### config.mk
export PLATFORM = sky130hd
export DESIGN_NAME = hss_weight
export DESIGN_NICKNAME = d
export VERILOG_FILES = /design/src/hw/rtl/hss_pkg.sv /design/src/hw/rtl/hss_weight.sv
export SDC_FILE = /design/constraint.sdc
export NUM_CORES = 1
export LEC_CHECK = 0
export ABC_AREA = 1
export CAP_MARGIN = 20
export CORE_MARGIN = 1
export CORE_UTILIZATION = 45
export CTS_BUF_LIST = sky130_fd_sc_hd__clkbuf_8
export CTS_CLUSTER_DIAMETER = 120
export CTS_CLUSTER_SIZE = 28
export DETAILED_ROUTE_END_ITERATION = 10
export DONT_BUFFER_PORTS = 1
export GPL_TIMING_DRIVEN = 0
export PLACE_DENSITY = 0.66
export SLEW_MARGIN = 20
export SYNTH_ARGS = -nofsm -noshare
export SYNTH_HDL_FRONTEND = slang
export SYNTH_SLANG_ARGS = --single-unit
### constraint.sdc
create_clock -name i_clk -period 7.7 [get_ports i_clk]
set_input_delay 1.155 -clock i_clk [delete_from_list [all_inputs] [get_ports i_clk]]
set_output_delay 1.155 -clock i_clk [all_outputs]
set_load 0.01 [all_outputs]
### src/hw/rtl/hss_pkg.sv
// Shared constants, types and helper functions of the Hammersley sphere point block.
// No dependencies; every other file refers to this package by scoped names.
`default_nettype none
package hss_pkg;

    localparam int INDEX_BITS   = 16;
    localparam int FRAC_BITS    = 15;
    localparam int IDX_W        = 16;
    localparam int CNT_W        = 16;
    localparam int NEFF_W       = 17;
    localparam int FRONT_STEPS  = 31;
    localparam int N_TERMS      = 8;
    localparam int TERM_STAGES  = 3 * N_TERMS;
    localparam int RECIP_SHIFT  = 33;
    localparam int WDIV_STEPS   = 34;

    localparam logic [30:0] HALF_PI_Q30 = 31'd1686629713;
    localparam logic [33:0] FOUR_PI_Q30 = 34'd13493037705;
    localparam logic [19:0] WEIGHT_MAX  = 20'hFFFFF;
    localparam logic [30:0] ONE_Q30     = 31'h4000_0000;

    typedef enum logic [1:0] {
        CFG_SAMPLE_COUNT = 2'd0,
        CFG_HEMISPHERE   = 2'd1
    } t_cfg_reg;

    typedef struct packed {
        logic        inv;
        logic [15:0] oy;
        logic [30:0] sint;
    } t_side;

    // radical inverse of the index as a Q31 fraction
    function automatic logic [30:0] radical_q31(input logic [IDX_W-1:0] idx);
        logic [63:0]           ix;
        logic [INDEX_BITS-1:0] rev;
        logic [63:0]           wide;
        ix = 64'(idx);
        for (int i = 0; i < INDEX_BITS; i++) begin
            rev[INDEX_BITS-1-i] = ix[i];
        end
        if (INDEX_BITS <= 31) begin
            wide = 64'(rev) << ((31 - INDEX_BITS) & 63);
        end else begin
            wide = 64'(rev) >> ((INDEX_BITS - 31) & 63);
        end
        return wide[30:0];
    endfunction

    // Q30 to output format: round half away from zero, saturate
    function automatic logic [15:0] to_out(input logic signed [33:0] v);
        logic        neg;
        logic [33:0] mag;
        logic [63:0] m;
        neg = v[33];
        mag = neg ? 34'(-v) : 34'(v);
        m   = 64'(mag);
        if (FRAC_BITS < 30) begin
            m = (m + (64'd1 << ((29 - FRAC_BITS) & 63))) >> ((30 - FRAC_BITS) & 63);
        end else begin
            m = m << ((FRAC_BITS - 30) & 63);
        end
        if (neg) begin
            if (m > 64'd32768) m = 64'd32768;
            return 16'(17'h10000 - 17'(m));
        end
        if (m > 64'd32767) m = 64'd32767;
        return 16'(m);
    endfunction

    function automatic int sin_div(input int n);
        return (2 * n) * (2 * n + 1);
    endfunction

    function automatic int cos_div(input int n);
        return (2 * n - 1) * (2 * n);
    endfunction

endpackage
`default_nettype wire

### src/hw/rtl/hss_weight.sv
// Sequential divider for the solid-angle weight, run after reset and each register write.
// Depends on hss_pkg.
`default_nettype none
module hss_weight (
    input  wire logic                        i_clk,
    input  wire logic                        i_rst_n,
    input  wire logic                        i_start,
    input  wire logic [hss_pkg::NEFF_W-1:0]  i_neff,
    output logic                             o_busy,
    output logic [19:0]                      o_weight
);
    typedef enum logic {ST_IDLE, ST_RUN} t_state;

    t_state      r_state;
    logic [33:0] r_num;
    logic [30:0] r_den;
    logic [30:0] r_rem;
    logic [33:0] r_quo;
    logic [5:0]  r_cnt;
    logic        r_zero;
    logic [19:0] r_weight;

    logic [31:0] trial;
    logic        ge;
    logic [33:0] n_quo;

    always_comb begin
        trial = {r_rem, r_num[33]};
        ge    = trial >= 32'(r_den);
        n_quo = {r_quo[32:0], ge};
    end

    always_ff @(posedge i_clk) begin
        if (!i_rst_n) begin
            r_state <= ST_IDLE;
        end else if (i_start) begin
            r_state <= ST_RUN;
            r_num   <= hss_pkg::FOUR_PI_Q30 + (34'(i_neff) << 13);
            r_den   <= 31'(i_neff) << 14;
            r_rem   <= '0;
            r_quo   <= '0;
            r_cnt   <= 6'(hss_pkg::WDIV_STEPS);
            r_zero  <= (i_neff == '0);
        end else begin
            unique case (r_state)
                ST_IDLE: begin
                end
                ST_RUN: begin
                    r_rem <= ge ? 31'(trial - 32'(r_den)) : trial[30:0];
                    r_quo <= n_quo;
                    r_num <= {r_num[32:0], 1'b0};
                    r_cnt <= r_cnt - 6'd1;
                    if (r_cnt == 6'd1) begin
                        r_state  <= ST_IDLE;
                        r_weight <= (r_zero || n_quo > 34'(hss_pkg::WEIGHT_MAX))
                                    ? hss_pkg::WEIGHT_MAX : n_quo[19:0];
                    end
                end
                default: r_state <= ST_IDLE;
            endcase
        end
    end

    assign o_busy   = (r_state == ST_RUN);
    assign o_weight = r_weight;
endmodule
`default_nettype wire

==> tab_implementation.tex <==
\begin{tabular}{lr}
\hline
Metric & Value \\
\hline
\multicolumn{2}{l}{\textbf{Outcome}} \\
Run status & completed \\
\multicolumn{2}{l}{\textbf{Place}} \\
Post-Place Cell Area & 7810 µm² \\
Cell Count Post-Placement & just over 1,000 \\
Count of input and output buffers & 0 \\
Final weighted congestion in routability-driven placement & around 0.87 \\
Hpwl dp & around 10,000 µm \\
\multicolumn{2}{l}{\textbf{Logic synthesis}} \\
Share of synthesized area occupied by flip-flops and latches & between 50\% and 60\% \\
Yosys warns & 0 \\
Cell area after synthesis & 7370 µm² \\
Net Count, Synth & between 800 and 900 \\
Gate Count Post-Synth & 800 \\
Average cell area after synthesis & between 9 and 10 µm² \\
Netlist cell types & 35 \\
Synthesized flop and latch total & 143 \\
\multicolumn{2}{l}{\textbf{Worst setup path}} \\
Library cell contributing the largest single delay on the critical path & sky130\_fd\_sc\_hd\_\_a21oi\_4 \\
Capturing point of the worst reg2reg path & r\_rem[30] \\
Origin of the critical flop-to-flop path & r\_rem[13] \\
Setup CP Type & in2reg \\
Worst EP arrival & 3460 ps \\
Crit path capture type & flop \\
Cell depth of the worst flop-to-flop path & 13 \\
Max incr delay on CP & 600 ps \\
Data required time at the worst endpoint & 7850 ps \\
Cell seen most often among critical-path stages & sky130\_fd\_sc\_hd\_\_buf\_16 \\
Minimum setup slack among reg-to-reg paths & 5420 ps \\
Ordered cell list for the critical path & clkbuf\_1, clkinv\_1, a21oi\_4, buf\_16, buf\_16, buf\_16, buf\_16 \\
Top delay family on crit path & buffers and inverters \\
Startpoint class of the critical path & primary input \\
Buffers \& Inverters on Critical Path & 6 \\
Critical Path Fanout Max & 21 \\
\multicolumn{2}{l}{\textbf{STA}} \\
Number of pins exceeding their max-slew limit in the final report & 0 \\
Worst hold slack after final layout & around 510 ps \\
Hold Vio Cnt, Final & 0 \\
Relative slew slack & 51.7\% \\
Unrepaired setup endpoints after global routing & false \\
Tightest Pin Transition & between 700 and 800 ps \\
Maximum clock frequency & 302 MHz \\
Clk\_skew & 15.6 ps \\
Minimum clock period after layout & around 3300 ps \\
Setup violation total in the final timing report & 0 \\
Fraction of the cycle the final worst path needs & a little over two fifths \\
\multicolumn{2}{l}{\textbf{Job}} \\
Max\_cap viols & 0 \\
\multicolumn{2}{l}{\textbf{Power and ir drop}} \\
Leak Pwr & roughly 3.6 nW \\
VDD IR-drop max & 0.120 mV \\
Power per unit of standard cell area & around 220 nW/µm² \\
\multicolumn{2}{l}{\textbf{Routing}} \\
Average detailed-routed wire length per instance & around 14 µm \\
Number of detailed-routing iterations run before antenna repair & 5 \\
1st-iter DRT viols & 315 \\
Ratio of routed vias to standard cells & roughly 4.7 \\
Routed Wire Length & between 10,000 and 15,000 µm \\
Number of remaining DRC errors & 0 \\
Antenna violation net count after detailed routing & 0 \\
Number of vias after detailed routing & 5,008 \\
\multicolumn{2}{l}{\textbf{Die}} \\
Rows & 46 \\
Core footprint & around 16,000 µm² \\
Effective utilization at floorplan & between 40\% and 50\% \\
Die Y-Extent & 130 µm \\
I/O pin count & 41 \\
X dimension of the die & roughly 130 µm \\
Total die area & 16,900 µm² \\
\multicolumn{2}{l}{\textbf{Clock tree}} \\
Clock buffer depth & 2 \\
Setup bufs post-CTS & 0 \\
CTS H-tree depth & 4 \\
Clock slew at the register clock pins of the worst setup and hold paths & approximately 80 ps \\
CTS Root Cell & sky130\_fd\_sc\_hd\_\_clkbuf\_8 \\
Number of sinks on the clock net & roughly 140 \\
Number of buffers added by the clock tree synthesis step & 17 \\
Clock latency on the worst-skew pair & roughly 440 ps \\
Hold buffers post-CTS & 0 \\
Quantity of gates resized following cts & 0 \\
Clock tree from TritonCTS & yes \\
\multicolumn{2}{l}{\textbf{Worst hold path}} \\
Hold endpoint & r\_num[3] \\
Count of cells along the worst hold path & 1 \\
Kind of path behind the tightest hold check & reg2reg \\
HP Start & r\_num[2] \\
\multicolumn{2}{l}{\textbf{Global route}} \\
Initial antenna violation count & 0 \\
Vias in the first global route & 4,792 \\
Total routing usage reported by global routing & 18.0\% \\
Wire length of the first global-routing pass & $\sim$23,000 µm \\
Global route total overflow & 0 \\
Pin count of the biggest net entering global routing & 25 \\
\multicolumn{2}{l}{\textbf{Cells and area}} \\
Area overhead of the layout relative to synthesis & 11.1\% \\
Ant diodes & 0 \\
Proportion of layout cells with a drive suffix above 1 & 12.2\% \\
Non-filler cells in the finished layout & $\sim$1,100 \\
Total number of nets in the final design & 868 \\
Design area & 8190 µm² \\
\hline
\end{tabular}
report_power, final:
group,internal [mW],switching (mW)
logic,0.107,0.187
registers,0.911,0.0176
clock network,0.285,0.290
total,1.30,0.494
cell families (layout without fill, tap and decap cells):
| logic type | after synthesis | count (layout) | synth area share, % |
|---|---|---|---|
| flip-flops | 143 | 143 | 58.2 |
| adder cells (fa/ha/maj) | 22 | 22 | 3.84 |
| AO/OA/AOI/OAI | 33 | 33 | 2.48 |
| XOR/XNOR | 13 | 13 | 1.55 |
| buffers and inverters | 177 | 216 | 9.46 |
| AND/OR/NAND/NOR | 412 | 412 | 24.5 |
worst register-to-register path, delay by kind of cell, from the launching register on:
kind,cells,cell delay [ps]
flip-flops,1,380
buffers and inverters,2,220
AND/OR/NAND/NOR,9,760
adder cells (fa/ha/maj),2,660
synthesized netlist by cell type:
master / number / share of area, %
sky130_fd_sc_hd__a31oi_1: 3 / 0.25
sky130_fd_sc_hd__nand3_1: 27 / 1.8
sky130_fd_sc_hd__o21ai_0: 13 / 0.88
sky130_fd_sc_hd__a21oi_1: 15 / 1.0
sky130_fd_sc_hd__fa_1: 1 / 0.27
sky130_fd_sc_hd__a21oi_4: 1 / 0.22
sky130_fd_sc_hd__clkbuf_1: 11 / 0.56
sky130_fd_sc_hd__nand2_1: 191 / 9.7
sky130_fd_sc_hd__nand2_2: 19 / 1.6
sky130_fd_sc_hd__nand3_4: 1 / 0.24
sky130_fd_sc_hd__xnor2_1: 5 / 0.59
sky130_fd_sc_hd__xor2_1: 8 / 0.95
sky130_fd_sc_hd__or2_2: 11 / 0.93
sky130_fd_sc_hd__inv_1: 149 / 7.6
sky130_fd_sc_hd__clkinv_2: 1 / 0.068
sky130_fd_sc_hd__buf_2: 3 / 0.20
sky130_fd_sc_hd__dfxtp_1: 1 / 0.27
sky130_fd_sc_hd__edfxtp_1: 142 / 58
sky130_fd_sc_hd__nor4b_1: 1 / 0.12
sky130_fd_sc_hd__nor2_4: 2 / 0.31
sky130_fd_sc_hd__buf_12: 1 / 0.27
sky130_fd_sc_hd__nand4_1: 16 / 1.4
sky130_fd_sc_hd__and2_1: 4 / 0.34
sky130_fd_sc_hd__nand2_4: 2 / 0.31
sky130_fd_sc_hd__nor3_1: 7 / 0.48
sky130_fd_sc_hd__buf_6: 1 / 0.15
sky130_fd_sc_hd__buf_4: 1 / 0.10
sky130_fd_sc_hd__o31ai_1: 1 / 0.10
sky130_fd_sc_hd__nor2_2: 12 / 1.0
sky130_fd_sc_hd__ha_1: 21 / 3.6
sky130_fd_sc_hd__nand3b_1: 1 / 0.10
sky130_fd_sc_hd__nor2_1: 114 / 5.8
sky130_fd_sc_hd__clkinv_1: 1 / 0.051
sky130_fd_sc_hd__nor4_1: 4 / 0.34
sky130_fd_sc_hd__inv_2: 9 / 0.46
sequential cells by signal, indices dropped and copies added (netlist names):
| name | count |
|---|---|
| r_num | 34 |
| r_quo | 33 |
| r_rem | 31 |
| o_weight | 20 |
| r_den | 17 |
| r_cnt | 6 |
| o_busy | 1 |
| r_zero | 1 |
area by class of cell:
| type | count | area, µm² |
|---|---|---|
| tap | 216 | 270 |
| sequential | 143 | 4280 |
| clock buffer | 17 | 234 |
| clock inverter | 15 | 148 |
| inverter | 160 | 602 |
| buffer | 17 | 95.1 |
| fill | 1466 | 7750 |
| timing repair buffer | 7 | 153 |
| multi-input combinational | 480 | 2400 |
layout by cell type, fill, tap and decap left out, types with 4 or more instances in the layout:
| cell type | count |
|---|---|
| sky130_fd_sc_hd__or2_2 | 11 |
| sky130_fd_sc_hd__xnor2_1 | 5 |
| sky130_fd_sc_hd__nand3_1 | 27 |
| sky130_fd_sc_hd__clkbuf_1 | 11 |
| sky130_fd_sc_hd__nand4_1 | 16 |
| sky130_fd_sc_hd__nor4_1 | 4 |
| sky130_fd_sc_hd__buf_16 | 5 |
| sky130_fd_sc_hd__nand2_2 | 19 |
| sky130_fd_sc_hd__ha_1 | 21 |
| sky130_fd_sc_hd__a21oi_1 | 14 |
| sky130_fd_sc_hd__nor2_2 | 12 |
| sky130_fd_sc_hd__clkbuf_8 | 17 |
| sky130_fd_sc_hd__nor2_1 | 114 |
| sky130_fd_sc_hd__nor3_1 | 6 |
| sky130_fd_sc_hd__and2_1 | 4 |
| sky130_fd_sc_hd__o21ai_0 | 13 |
| sky130_fd_sc_hd__nand2_1 | 191 |
| sky130_fd_sc_hd__inv_2 | 9 |
| sky130_fd_sc_hd__edfxtp_1 | 142 |
| sky130_fd_sc_hd__clkinvlp_4 | 5 |
| sky130_fd_sc_hd__xor2_1 | 8 |
| sky130_fd_sc_hd__inv_1 | 150 |
layer usage:
layer	GRT usage (%)	up-vias	routed length (µm)
met5	0	-	0
met4	6.29	0	316
met3	3.77	16	404
met2	29.4	75	6990
met1	23.8	2330	6580
li1	-	2587	-
per-stage QoR:
stage               setup TNS [ps]  setup WS [ps]  util (%)  total power [mW]
finish                           0           4390      51.4              1.80
floorplan                        0            473         -              1.17
CTS                              0           4330      51.4              1.81
global placement           -263280          -2510      47.9              1.23
global route                     0           4170      51.4              1.89
detailed placement               0           3880      49.0              1.24
worst max path at each step:
stage	slack (ps)	to	cells after the start	startpoint
final	4390	r_rem[4]	7	i_start
after floorplan	470	r_cnt[0]	3	i_start
after detailed placement	3880	r_rem[8]	7	i_start
after CTS	4330	r_rem[8]	7	i_start
after global placement	-2510	r_rem[8]	3	i_start
after global routing	4170	r_rem[6]	7	i_start
Note: power is estimated with default switching activity, not from simulation.
